File: src/rtl/gprd_pkg.sv
// shared types, constants and the microcode rom of the grid probe repaint decider
// no dependencies; used by gprd_seq, gprd_dp and grid_probe_repaint_decider_unit
`default_nettype none

package gprd_pkg;

  // grid and coordinate limits
  localparam int MAX_COLS   = 8;
  localparam int MAX_ROWS   = 8;
  localparam int COORD_BITS = 12;

  localparam int COL_BITS  = (MAX_COLS > 1) ? $clog2(MAX_COLS) : 1;
  localparam int ROW_BITS  = (MAX_ROWS > 1) ? $clog2(MAX_ROWS) : 1;
  localparam int CELL_BITS = COL_BITS + ROW_BITS;
  localparam int NUM_CELLS = 2 ** CELL_BITS;

  // register and field widths
  localparam int SIZE_BITS     = 12;
  localparam int GRID_BITS     = 4;
  localparam int THR_BITS      = 7;
  localparam int CNT_BITS      = 7;
  localparam int CFG_DATA_BITS = 12;
  localparam int CFG_IDX_BITS  = 3;

  // divider for the probe margins: screen size over twice the probe count
  localparam int DIVR_BITS    = GRID_BITS + 1;
  localparam int DIV_CNT_BITS = $clog2(COORD_BITS);

  // register reset values
  localparam logic [SIZE_BITS-1:0] RST_SCREEN_WIDTH  = SIZE_BITS'(600);
  localparam logic [SIZE_BITS-1:0] RST_SCREEN_HEIGHT = SIZE_BITS'(800);
  localparam logic [GRID_BITS-1:0] RST_PROBE_COLS    = GRID_BITS'(4);
  localparam logic [GRID_BITS-1:0] RST_PROBE_ROWS    = GRID_BITS'(4);
  localparam logic [THR_BITS-1:0]  RST_HIT_THRESHOLD = THR_BITS'(4);

  // register indexes
  localparam logic [CFG_IDX_BITS-1:0] REG_SCREEN_WIDTH  = CFG_IDX_BITS'(0);
  localparam logic [CFG_IDX_BITS-1:0] REG_SCREEN_HEIGHT = CFG_IDX_BITS'(1);
  localparam logic [CFG_IDX_BITS-1:0] REG_PROBE_COLS    = CFG_IDX_BITS'(2);
  localparam logic [CFG_IDX_BITS-1:0] REG_PROBE_ROWS    = CFG_IDX_BITS'(3);
  localparam logic [CFG_IDX_BITS-1:0] REG_HIT_THRESHOLD = CFG_IDX_BITS'(4);

  // item modes
  localparam logic [1:0] MODE_MARK  = 2'd0;
  localparam logic [1:0] MODE_QUERY = 2'd1;
  localparam logic [1:0] MODE_CLEAR = 2'd2;

  typedef struct packed {
    logic [1:0]            mode;
    logic [COORD_BITS-1:0] rect_left;
    logic [COORD_BITS-1:0] rect_top;
    logic [COORD_BITS-1:0] rect_right;
    logic [COORD_BITS-1:0] rect_bottom;
  } item_t;

  typedef struct packed {
    logic                full_repaint;
    logic [CNT_BITS-1:0] marked_count;
  } result_t;

  // datapath operations
  typedef enum logic [3:0] {
    OP_NOP,
    OP_DIV_LOAD_H,
    OP_DIV_STEP,
    OP_SAVE_H_LOAD_V,
    OP_SAVE_V_ROW_INIT,
    OP_COL_INIT,
    OP_MARK_STEP,
    OP_ROW_STEP,
    OP_CNT_INIT,
    OP_CNT_STEP,
    OP_QUERY_OUT,
    OP_CLEAR
  } dp_op_e;

  // jump conditions
  typedef enum logic [3:0] {
    C_NEVER,
    C_IS_QUERY,
    C_IS_CLEAR,
    C_NOT_MARK,
    C_DIV_MORE,
    C_ROW_OUT,
    C_COL_MORE,
    C_ROW_MORE,
    C_CNT_MORE
  } cond_e;

  localparam int PC_BITS = 4;

  typedef struct packed {
    dp_op_e             op;
    cond_e              cond;
    logic [PC_BITS-1:0] target;
    logic               done;
  } cw_t;

  // datapath flags seen by the sequencer
  typedef struct packed {
    logic is_query;
    logic is_clear;
    logic not_mark;
    logic div_more;
    logic row_out;
    logic col_more;
    logic row_more;
    logic cnt_more;
  } status_t;

  // program addresses
  localparam logic [PC_BITS-1:0] S_DISPATCH = PC_BITS'(0);
  localparam logic [PC_BITS-1:0] S_DISP_CLR = PC_BITS'(1);
  localparam logic [PC_BITS-1:0] S_DISP_BAD = PC_BITS'(2);
  localparam logic [PC_BITS-1:0] S_DIVH     = PC_BITS'(3);
  localparam logic [PC_BITS-1:0] S_DIVH_LP  = PC_BITS'(4);
  localparam logic [PC_BITS-1:0] S_DIVV     = PC_BITS'(5);
  localparam logic [PC_BITS-1:0] S_DIVV_LP  = PC_BITS'(6);
  localparam logic [PC_BITS-1:0] S_ROW_INIT = PC_BITS'(7);
  localparam logic [PC_BITS-1:0] S_COL_INIT = PC_BITS'(8);
  localparam logic [PC_BITS-1:0] S_MARK_LP  = PC_BITS'(9);
  localparam logic [PC_BITS-1:0] S_ROW_STEP = PC_BITS'(10);
  localparam logic [PC_BITS-1:0] S_END      = PC_BITS'(11);
  localparam logic [PC_BITS-1:0] S_CNT_INIT = PC_BITS'(12);
  localparam logic [PC_BITS-1:0] S_CNT_LP   = PC_BITS'(13);
  localparam logic [PC_BITS-1:0] S_QUERY    = PC_BITS'(14);
  localparam logic [PC_BITS-1:0] S_CLEAR    = PC_BITS'(15);

  function automatic cw_t ucode_rom(input logic [PC_BITS-1:0] pc);
    cw_t cw;
    cw = '{op: OP_NOP, cond: C_NEVER, target: S_END, done: 1'b1};
    unique case (pc)
      S_DISPATCH: cw = '{op: OP_NOP,             cond: C_IS_QUERY, target: S_CNT_INIT,
                         done: 1'b0};
      S_DISP_CLR: cw = '{op: OP_NOP,             cond: C_IS_CLEAR, target: S_CLEAR,
                         done: 1'b0};
      S_DISP_BAD: cw = '{op: OP_NOP,             cond: C_NOT_MARK, target: S_END,
                         done: 1'b0};
      S_DIVH:     cw = '{op: OP_DIV_LOAD_H,      cond: C_NEVER,    target: S_END,
                         done: 1'b0};
      S_DIVH_LP:  cw = '{op: OP_DIV_STEP,        cond: C_DIV_MORE, target: S_DIVH_LP,
                         done: 1'b0};
      S_DIVV:     cw = '{op: OP_SAVE_H_LOAD_V,   cond: C_NEVER,    target: S_END,
                         done: 1'b0};
      S_DIVV_LP:  cw = '{op: OP_DIV_STEP,        cond: C_DIV_MORE, target: S_DIVV_LP,
                         done: 1'b0};
      S_ROW_INIT: cw = '{op: OP_SAVE_V_ROW_INIT, cond: C_NEVER,    target: S_END,
                         done: 1'b0};
      S_COL_INIT: cw = '{op: OP_COL_INIT,        cond: C_ROW_OUT,  target: S_ROW_STEP,
                         done: 1'b0};
      S_MARK_LP:  cw = '{op: OP_MARK_STEP,       cond: C_COL_MORE, target: S_MARK_LP,
                         done: 1'b0};
      S_ROW_STEP: cw = '{op: OP_ROW_STEP,        cond: C_ROW_MORE, target: S_COL_INIT,
                         done: 1'b0};
      S_END:      cw = '{op: OP_NOP,             cond: C_NEVER,    target: S_END,
                         done: 1'b1};
      S_CNT_INIT: cw = '{op: OP_CNT_INIT,        cond: C_NEVER,    target: S_END,
                         done: 1'b0};
      S_CNT_LP:   cw = '{op: OP_CNT_STEP,        cond: C_CNT_MORE, target: S_CNT_LP,
                         done: 1'b0};
      S_QUERY:    cw = '{op: OP_QUERY_OUT,       cond: C_NEVER,    target: S_END,
                         done: 1'b1};
      S_CLEAR:    cw = '{op: OP_CLEAR,           cond: C_NEVER,    target: S_END,
                         done: 1'b1};
      default:    cw = '{op: OP_NOP,             cond: C_NEVER,    target: S_END,
                         done: 1'b1};
    endcase
    return cw;
  endfunction

endpackage

`default_nettype wire

File: src/rtl/gprd_seq.sv
// microcode sequencer: step counter, rom lookup and conditional jumps
// depends on gprd_pkg
`default_nettype none

module gprd_seq (
  input  wire logic                clk_i,
  input  wire logic                rst_ni,
  input  wire logic                start_i,
  input  wire gprd_pkg::status_t   status_i,
  output logic                     busy_o,
  output gprd_pkg::cw_t            cw_o
);

  logic                         busy_q;
  logic [gprd_pkg::PC_BITS-1:0] pc_q;
  gprd_pkg::cw_t                cw_rom;
  logic                         take;

  assign cw_rom = gprd_pkg::ucode_rom(pc_q);

  always_comb begin
    case (cw_rom.cond)
      gprd_pkg::C_IS_QUERY: take = status_i.is_query;
      gprd_pkg::C_IS_CLEAR: take = status_i.is_clear;
      gprd_pkg::C_NOT_MARK: take = status_i.not_mark;
      gprd_pkg::C_DIV_MORE: take = status_i.div_more;
      gprd_pkg::C_ROW_OUT:  take = status_i.row_out;
      gprd_pkg::C_COL_MORE: take = status_i.col_more;
      gprd_pkg::C_ROW_MORE: take = status_i.row_more;
      gprd_pkg::C_CNT_MORE: take = status_i.cnt_more;
      default:              take = 1'b0;
    endcase
  end

  // idle issues a no-op word so the datapath only moves while a program runs
  always_comb begin
    if (busy_q) begin
      cw_o = cw_rom;
    end else begin
      cw_o = '{op: gprd_pkg::OP_NOP, cond: gprd_pkg::C_NEVER,
               target: gprd_pkg::S_END, done: 1'b0};
    end
  end

  assign busy_o = busy_q;

  always_ff @(posedge clk_i or negedge rst_ni) begin
    if (!rst_ni) begin
      busy_q <= 1'b0;
      pc_q   <= gprd_pkg::S_DISPATCH;
    end else if (!busy_q) begin
      if (start_i) begin
        busy_q <= 1'b1;
        pc_q   <= gprd_pkg::S_DISPATCH;
      end
    end else if (cw_rom.done) begin
      busy_q <= 1'b0;
    end else if (take) begin
      pc_q <= cw_rom.target;
    end else begin
      pc_q <= pc_q + gprd_pkg::PC_BITS'(1);
    end
  end

endmodule

`default_nettype wire

File: src/rtl/gprd_dp.sv
// datapath: config registers, margin divider, probe scan, mark bits, counter, flag
// depends on gprd_pkg
`default_nettype none

module gprd_dp (
  input  wire logic                                 clk_i,
  input  wire logic                                 rst_ni,
  input  wire logic                                 accept_i,
  input  wire gprd_pkg::item_t                      item_i,
  input  wire logic                                 cfg_we_i,
  input  wire logic [gprd_pkg::CFG_IDX_BITS-1:0]    cfg_idx_i,
  input  wire logic [gprd_pkg::CFG_DATA_BITS-1:0]   cfg_wdata_i,
  input  wire gprd_pkg::cw_t                        cw_i,
  output gprd_pkg::status_t                         status_o,
  output logic                                      result_valid_o,
  output gprd_pkg::result_t                         result_o
);

  // configuration
  logic [gprd_pkg::SIZE_BITS-1:0] width_q, height_q;
  logic [gprd_pkg::GRID_BITS-1:0] cols_q, rows_q;
  logic [gprd_pkg::THR_BITS-1:0]  thr_q;

  gprd_pkg::item_t item_q;

  // divider
  logic [gprd_pkg::COORD_BITS-1:0]   dvd_q, quo_q;
  logic [gprd_pkg::DIVR_BITS-1:0]    rem_q, divr_q, rem_d;
  logic [gprd_pkg::DIV_CNT_BITS-1:0] dcnt_q;
  logic [gprd_pkg::DIVR_BITS:0]      rem_sh;
  logic                              div_ge;

  // scan
  logic [gprd_pkg::COORD_BITS-1:0] hm_q, vm_q, x_q, y_q;
  logic [gprd_pkg::COL_BITS-1:0]   col_q;
  logic [gprd_pkg::ROW_BITS-1:0]   row_q;
  logic [gprd_pkg::CELL_BITS-1:0]  k_q;
  logic [gprd_pkg::CNT_BITS-1:0]   n_q;
  logic [gprd_pkg::NUM_CELLS-1:0]  marks_q;
  logic                            flag_q, flag_d;
  logic                            valid_q;
  gprd_pkg::result_t               result_q;
  logic                            in_col;

  // config write decode
  logic                           cfg_clear;
  logic [gprd_pkg::GRID_BITS-1:0] cfg_grid;
  logic [gprd_pkg::GRID_BITS-1:0] cfg_cols_sat, cfg_rows_sat;

  assign cfg_grid     = cfg_wdata_i[gprd_pkg::GRID_BITS-1:0];
  assign cfg_cols_sat = (32'(cfg_grid) > 32'(gprd_pkg::MAX_COLS))
                        ? gprd_pkg::GRID_BITS'(gprd_pkg::MAX_COLS) : cfg_grid;
  assign cfg_rows_sat = (32'(cfg_grid) > 32'(gprd_pkg::MAX_ROWS))
                        ? gprd_pkg::GRID_BITS'(gprd_pkg::MAX_ROWS) : cfg_grid;

  always_comb begin
    cfg_clear = 1'b0;
    if (cfg_we_i) begin
      case (cfg_idx_i)
        gprd_pkg::REG_SCREEN_WIDTH,
        gprd_pkg::REG_SCREEN_HEIGHT:
          cfg_clear = (cfg_wdata_i[gprd_pkg::SIZE_BITS-1:0] != '0);
        gprd_pkg::REG_PROBE_COLS,
        gprd_pkg::REG_PROBE_ROWS:
          cfg_clear = (cfg_grid != '0);
        gprd_pkg::REG_HIT_THRESHOLD:
          cfg_clear = (cfg_wdata_i[gprd_pkg::THR_BITS-1:0] != '0);
        default:
          cfg_clear = 1'b0;
      endcase
    end
  end

  // one restoring divide step
  assign rem_sh = {rem_q, dvd_q[gprd_pkg::COORD_BITS-1]};
  assign div_ge = (rem_sh >= {1'b0, divr_q});
  assign rem_d  = div_ge ? gprd_pkg::DIVR_BITS'(rem_sh - {1'b0, divr_q})
                         : gprd_pkg::DIVR_BITS'(rem_sh);

  assign in_col = (x_q >= item_q.rect_left) && (x_q < item_q.rect_right);
  assign flag_d = flag_q || (n_q >= thr_q);

  always_comb begin
    status_o.is_query = (item_q.mode == gprd_pkg::MODE_QUERY);
    status_o.is_clear = (item_q.mode == gprd_pkg::MODE_CLEAR);
    status_o.not_mark = (item_q.mode != gprd_pkg::MODE_MARK);
    status_o.div_more = (dcnt_q != '0);
    status_o.row_out  = (y_q < item_q.rect_top) || (y_q >= item_q.rect_bottom);
    status_o.col_more = ((gprd_pkg::GRID_BITS'(col_q) + gprd_pkg::GRID_BITS'(1)) != cols_q);
    status_o.row_more = ((gprd_pkg::GRID_BITS'(row_q) + gprd_pkg::GRID_BITS'(1)) != rows_q);
    status_o.cnt_more = (k_q != '1);
  end

  // control state: config, marks, flag, result strobe
  always_ff @(posedge clk_i or negedge rst_ni) begin
    if (!rst_ni) begin
      width_q  <= gprd_pkg::RST_SCREEN_WIDTH;
      height_q <= gprd_pkg::RST_SCREEN_HEIGHT;
      cols_q   <= gprd_pkg::RST_PROBE_COLS;
      rows_q   <= gprd_pkg::RST_PROBE_ROWS;
      thr_q    <= gprd_pkg::RST_HIT_THRESHOLD;
      marks_q  <= '0;
      flag_q   <= 1'b0;
      valid_q  <= 1'b0;
    end else begin
      valid_q <= (cw_i.op == gprd_pkg::OP_QUERY_OUT);
      if (cfg_clear) begin
        case (cfg_idx_i)
          gprd_pkg::REG_SCREEN_WIDTH:  width_q  <= cfg_wdata_i[gprd_pkg::SIZE_BITS-1:0];
          gprd_pkg::REG_SCREEN_HEIGHT: height_q <= cfg_wdata_i[gprd_pkg::SIZE_BITS-1:0];
          gprd_pkg::REG_PROBE_COLS:    cols_q   <= cfg_cols_sat;
          gprd_pkg::REG_PROBE_ROWS:    rows_q   <= cfg_rows_sat;
          gprd_pkg::REG_HIT_THRESHOLD: thr_q    <= cfg_wdata_i[gprd_pkg::THR_BITS-1:0];
          default:                     thr_q    <= thr_q;
        endcase
      end
      if (cfg_clear || (cw_i.op == gprd_pkg::OP_CLEAR)) begin
        marks_q <= '0;
        flag_q  <= 1'b0;
      end else if (cw_i.op == gprd_pkg::OP_MARK_STEP) begin
        if (in_col) begin
          marks_q[{row_q, col_q}] <= 1'b1;
        end
      end else if (cw_i.op == gprd_pkg::OP_CNT_STEP) begin
        // count pass rotates every mark past bit 0; a full pass restores the order
        marks_q <= {marks_q[0], marks_q[gprd_pkg::NUM_CELLS-1:1]};
      end else if (cw_i.op == gprd_pkg::OP_QUERY_OUT) begin
        flag_q <= flag_d;
      end
    end
  end

  // payload registers
  always_ff @(posedge clk_i) begin
    if (accept_i) begin
      item_q <= item_i;
    end
    case (cw_i.op)
      gprd_pkg::OP_DIV_LOAD_H: begin
        dvd_q  <= gprd_pkg::COORD_BITS'(width_q);
        rem_q  <= '0;
        divr_q <= {cols_q, 1'b0};
        dcnt_q <= gprd_pkg::DIV_CNT_BITS'(gprd_pkg::COORD_BITS - 1);
      end
      gprd_pkg::OP_DIV_STEP: begin
        dvd_q  <= {dvd_q[gprd_pkg::COORD_BITS-2:0], 1'b0};
        rem_q  <= rem_d;
        quo_q  <= {quo_q[gprd_pkg::COORD_BITS-2:0], div_ge};
        dcnt_q <= dcnt_q - gprd_pkg::DIV_CNT_BITS'(1);
      end
      gprd_pkg::OP_SAVE_H_LOAD_V: begin
        hm_q   <= quo_q;
        dvd_q  <= gprd_pkg::COORD_BITS'(height_q);
        rem_q  <= '0;
        divr_q <= {rows_q, 1'b0};
        dcnt_q <= gprd_pkg::DIV_CNT_BITS'(gprd_pkg::COORD_BITS - 1);
      end
      gprd_pkg::OP_SAVE_V_ROW_INIT: begin
        vm_q  <= quo_q;
        y_q   <= quo_q;
        row_q <= '0;
      end
      gprd_pkg::OP_COL_INIT: begin
        x_q   <= hm_q;
        col_q <= '0;
      end
      gprd_pkg::OP_MARK_STEP: begin
        x_q   <= x_q + {hm_q[gprd_pkg::COORD_BITS-2:0], 1'b0};
        col_q <= col_q + gprd_pkg::COL_BITS'(1);
      end
      gprd_pkg::OP_ROW_STEP: begin
        y_q   <= y_q + {vm_q[gprd_pkg::COORD_BITS-2:0], 1'b0};
        row_q <= row_q + gprd_pkg::ROW_BITS'(1);
      end
      gprd_pkg::OP_CNT_INIT: begin
        k_q <= '0;
        n_q <= '0;
      end
      gprd_pkg::OP_CNT_STEP: begin
        n_q <= n_q + gprd_pkg::CNT_BITS'(marks_q[0]);
        k_q <= k_q + gprd_pkg::CELL_BITS'(1);
      end
      gprd_pkg::OP_QUERY_OUT: begin
        result_q.full_repaint <= flag_d;
        result_q.marked_count <= n_q;
      end
      default: begin
        k_q <= k_q;
      end
    endcase
  end

  assign result_valid_o = valid_q;
  assign result_o       = result_q;

endmodule

`default_nettype wire

File: src/rtl/grid_probe_repaint_decider_unit.sv
// top level of the grid probe repaint decider
// depends on gprd_pkg, gprd_seq and gprd_dp
`default_nettype none

// grid probe repaint decider. an item is taken when start is high and busy is
// low; busy stays high until the item is done and the next one can be given.
// the result of a query comes out on result_o with result_valid_o high for
// exactly one cycle and must be taken then: there is no way to hold it off.
// each mode runs as a microcode program, one control word per cycle:
// - mark: two margin divides, then a scan of every probe of each row
//   whose y lies in the rectangle; a row that misses is skipped
// - query: a count pass over all 64 mark bits, result strobe in the
//   same cycle that busy falls
// - clear: clears all marks and the repaint flag; unused mode: no effect
// config writes (cfg_we_i, cfg_idx_i, cfg_wdata_i) take effect at once and
// belong to idle time only; a nonzero write to a known register also clears
// all marks and the repaint flag, a zero write or unknown index is ignored

module grid_probe_repaint_decider_unit (
  input  wire logic                                clk_i,
  input  wire logic                                rst_ni,
  input  wire logic                                start,
  output logic                                     busy,
  input  wire gprd_pkg::item_t                     item_i,
  input  wire logic                                cfg_we_i,
  input  wire logic [gprd_pkg::CFG_IDX_BITS-1:0]   cfg_idx_i,
  input  wire logic [gprd_pkg::CFG_DATA_BITS-1:0]  cfg_wdata_i,
  output logic                                     result_valid_o,
  output gprd_pkg::result_t                        result_o
);

  // item transfer
  logic              accept;
  gprd_pkg::cw_t     cw;
  gprd_pkg::status_t status;

  assign accept = start && !busy;

  // program control: dispatch on mode, divide loops, row/column scan, count loop
  gprd_seq u_seq (
    .clk_i    (clk_i),
    .rst_ni   (rst_ni),
    .start_i  (start),
    .status_i (status),
    .busy_o   (busy),
    .cw_o     (cw)
  );

  // datapath driven by the control word
  gprd_dp u_dp (
    .clk_i          (clk_i),
    .rst_ni         (rst_ni),
    .accept_i       (accept),
    .item_i         (item_i),
    .cfg_we_i       (cfg_we_i),
    .cfg_idx_i      (cfg_idx_i),
    .cfg_wdata_i    (cfg_wdata_i),
    .cw_i           (cw),
    .status_o       (status),
    .result_valid_o (result_valid_o),
    .result_o       (result_o)
  );

endmodule

`default_nettype wire
File: config.mk
export PLATFORM = sky130hd
export DESIGN_NAME = grid_probe_repaint_decider_unit
export DESIGN_NICKNAME = d
export VERILOG_FILES = /design/src/rtl/gprd_pkg.sv /design/src/rtl/gprd_seq.sv /design/src/rtl/gprd_dp.sv /design/src/rtl/grid_probe_repaint_decider_unit.sv
export SDC_FILE = /design/constraint.sdc
export NUM_CORES = 1
export LEC_CHECK = 0
export BUFFER_PORTS_ARGS = -buffer_cell sky130_fd_sc_hd__buf_2
export CORE_UTILIZATION = 25
export DETAILED_ROUTE_END_ITERATION = 8
export GPL_TIMING_DRIVEN = 0
export MAX_ROUTING_LAYER = met4
export PLACE_DENSITY = 0.51
export RECOVER_POWER = 50
export SYNTH_ARGS = -nofsm -noshare
export SYNTH_HDL_FRONTEND = slang
export SYNTH_HIERARCHICAL = 1
export SYNTH_SLANG_ARGS = --single-unit
File: constraint.sdc
create_clock -name clk_i -period 5.5 [get_ports clk_i]
set_input_delay 0.275 -clock clk_i [delete_from_list [all_inputs] [get_ports clk_i]]
set_output_delay 0.275 -clock clk_i [all_outputs]
set_load 0.03 [all_outputs]
==> results.json <==
{
  "critPathMaxFanout": 10,
  "ctsLongestPathBuffers": 3,
  "cp.required_ps": 5930,
  "grt_pass1_vias": 9986,
  "setup_tns_ps": 0,
  "yosys_warnings": 6,
  "root_buffer": "clkbuf_16",
  "synthCells": 1207,
  "worstHoldPathType": "input pin to register",
  "htreeDepth": 1,
  "design_area_sq_um": 17000,
  "fillCellCount": 5705,
  "gp_congestion": 0.796,
  "fin_skew_ps": 19.9,
  "worst_setup_path_end_kind": "register",
  "hp-start": "cfg_wdata_i[3]",
  "hold_depth": 3,
  "core_area_sq_um": 55100,
  "mappedNetlistNets": 1374,
  "rsz0062_at_grt": "false",
  "violations": "max-capacitance violations, max-slew violations",
  "syn_area_sq_um": 13900,
  "critPathLaunchType": "register",
  "power.density_nw_per_um2": 527,
  "dr.pass1.iters": 5,
  "ff_latch_area_sq_um": 7600,
  "r2r_slack_ps": 1120,
  "tritoncts": "built",
  "p_leak_uw": 0.00673,
  "syn_avg_cell_area_sq_um": 11.5,
  "r2r_start": "u_seq/pc_q[3]$_DFFE_PN0P_",
  "crit_start": "u_seq/pc_q[3]$_DFFE_PN0P_",
  "critical_path_class": "register to register",
  "clk_pin_slew_ps": 60,
  "drtAntennaViolNets": 0,
  "io_buffer_count": 78,
  "ir_drop_mv": 0.291,
  "clk_latency_ps": 580,
  "drc": 0,
  "finalWirelength_microns": 34200,
  "via_count": 9888,
  "routedWlPerCell_microns": 15.8,
  "hold_viol": 0,
  "cpMostUsedCell": "clkbuf_1",
  "slowest_stage": "a31oi_1",
  "die_h_microns": 238,
  "worstSetupEndpoint": "u_dp/marks_q[46]$_DFFE_PN0P_",
  "placed_area_sq_um": 15300,
  "layout_min_cycle_time_ps": 4380,
  "power_uw": 8940,
  "initial_core_util_pct": 25.3,
  "finalMaxSlewViolations": 166,
  "rows": 86,
  "vias_per_cell": 4.58,
  "worstMarginPinSlew_ps": 2180,
  "grt_max_degree": 84,
  "worst_r2r_path_depth": 11,
  "multi_input_area_sq_um": 5660,
  "grt_usage_pct": 12.4,
  "final_cell_mix": "edfxtp_1, nand2_1, dfrtp_1",
  "max_freq_mhz": 228,
  "die-width_microns": 238,
  "grt_overflow": 0,
  "slew_headroom_pct": -45.4,
  "ctsResizeCount": 0,
  "path_cells": "buf_6, clkbuf_1, inv_1, nor3_1, nand2b_1, or2_1, clkbuf_1, nor2_1, a31oi_1, clkbuf_1, o31ai_1",
  "antenna_found_initial": 0,
  "pre_cts_ws_ps": 1180,
  "drt_iter0_drc": 725,
  "cts_sinks": 271,
  "final_common_cell": "edfxtp_1",
  "ioPinCount": 79,
  "status": "finished, violations left",
  "area_delta_synth_final_pct": 21.8,
  "fin_nets": 1551,
  "dp_hpwl_microns": 23400,
  "cp_slowest_stage_delay_ps": 840,
  "r2r-end": "u_dp/marks_q[46]$_DFFE_PN0P_",
  "cts_made_buffers": 31,
  "maxCapViolations": 4,
  "setup_viol": 0,
  "drive_gt1_share_pct": 14.5,
  "min_period_over_period_pct": 79.7,
  "die_area_sq_um": 56700,
  "critPathArrivalTime_ps": 4820,
  "setup_ws_ps": 1120,
  "grt_first_pass_wirelength_microns": 54400
}
## final cells by class
| cell class | count | area share (%) |
|---|---|---|
| clock inverters | 24 | 1.64 |
| repair buffers | 144 | 6.02 |
| plain buffers | 56 | 1.87 |
| flip-flops and latches | 271 | 44.8 |
| inverters | 93 | 2.06 |
| multi-input cells | 787 | 33.4 |
| diodes | 1 | 0.0148 |
| well taps | 748 | 5.52 |
| clock buffers | 34 | 4.70 |
## critical path, delay by kind of cell, from the launching register on
family / cells / cell delay, ps
buffers and inverters: 5 / 1480
and+or+nand+nor: 4 / 1330
AOI/OAI and AO/OA: 2 / 990
DFF: 1 / 420
## worst min-delay path by stage
stage	end	slack [ps]
2_1_floorplan	u_dp/cols_q[0]$_DFFE_PN0P_	-20
3_3_place_gp	u_dp/item_q[26]$_DFFE_PP_	450
3_5_place_dp	u_dp/marks_q[43]$_DFFE_PN0P_	170
4_1_cts	u_dp/thr_q[3]$_DFFE_PN0P_	20
5_1_grt	u_dp/thr_q[3]$_DFFE_PN0P_	80
6_report	u_dp/thr_q[3]$_DFFE_PN0P_	50
## sequential cells by signal, indices dropped and copies added, names as in the netlist, 5 cells and up
register,count
u_dp/dvd_q,12
u_dp/item_q,50
u_dp/result_o,8
u_dp/rem_q,5
u_dp/y_q,12
u_dp/marks_q,64
u_dp/thr_q,7
u_dp/hm_q,12
u_dp/n_q,7
u_dp/x_q,12
u_dp/quo_q,12
u_dp/width_q,12
u_dp/k_q,6
u_dp/height_q,12
u_dp/vm_q,11
## metal layers
layer  share of wire (%)  GRT usage [%]  vias up
li1                    -              -     4800
met1                  47           16.4     4816
met5                   0              -        -
met2                  47           19.8      218
met4                 2.3           3.13        0
met3                 4.4           1.93       54
## power breakdown
part           switching, uW  internal, uW  leakage [uW]
sequential               345          2950       0.00293
combinational           2180          1280       0.00329
clock                    898          1290      0.000506
total                   3420          5520       0.00673
## what timing repair did
action / 4_1_cts / 5_1_grt
hold buffers: 63 / 0
endpoints found under the setup margin: 0 / 0
endpoints found under the hold margin: 175 / 0
setup buffers: 0 / 0
## through the flow
stage / util, % / hold WS, ps / instances
final: 30.8 / 47.0 / 2158
after global routing: 30.8 / 78.6 / 2157
after CTS: 30.9 / 16.6 / 2156
after detailed placement: 27.8 / 168 / 2035
after global placement: 27.7 / 451 / 2033
after floorplan: - / -20.6 / 1207
(Power assumes the default switching activity.)
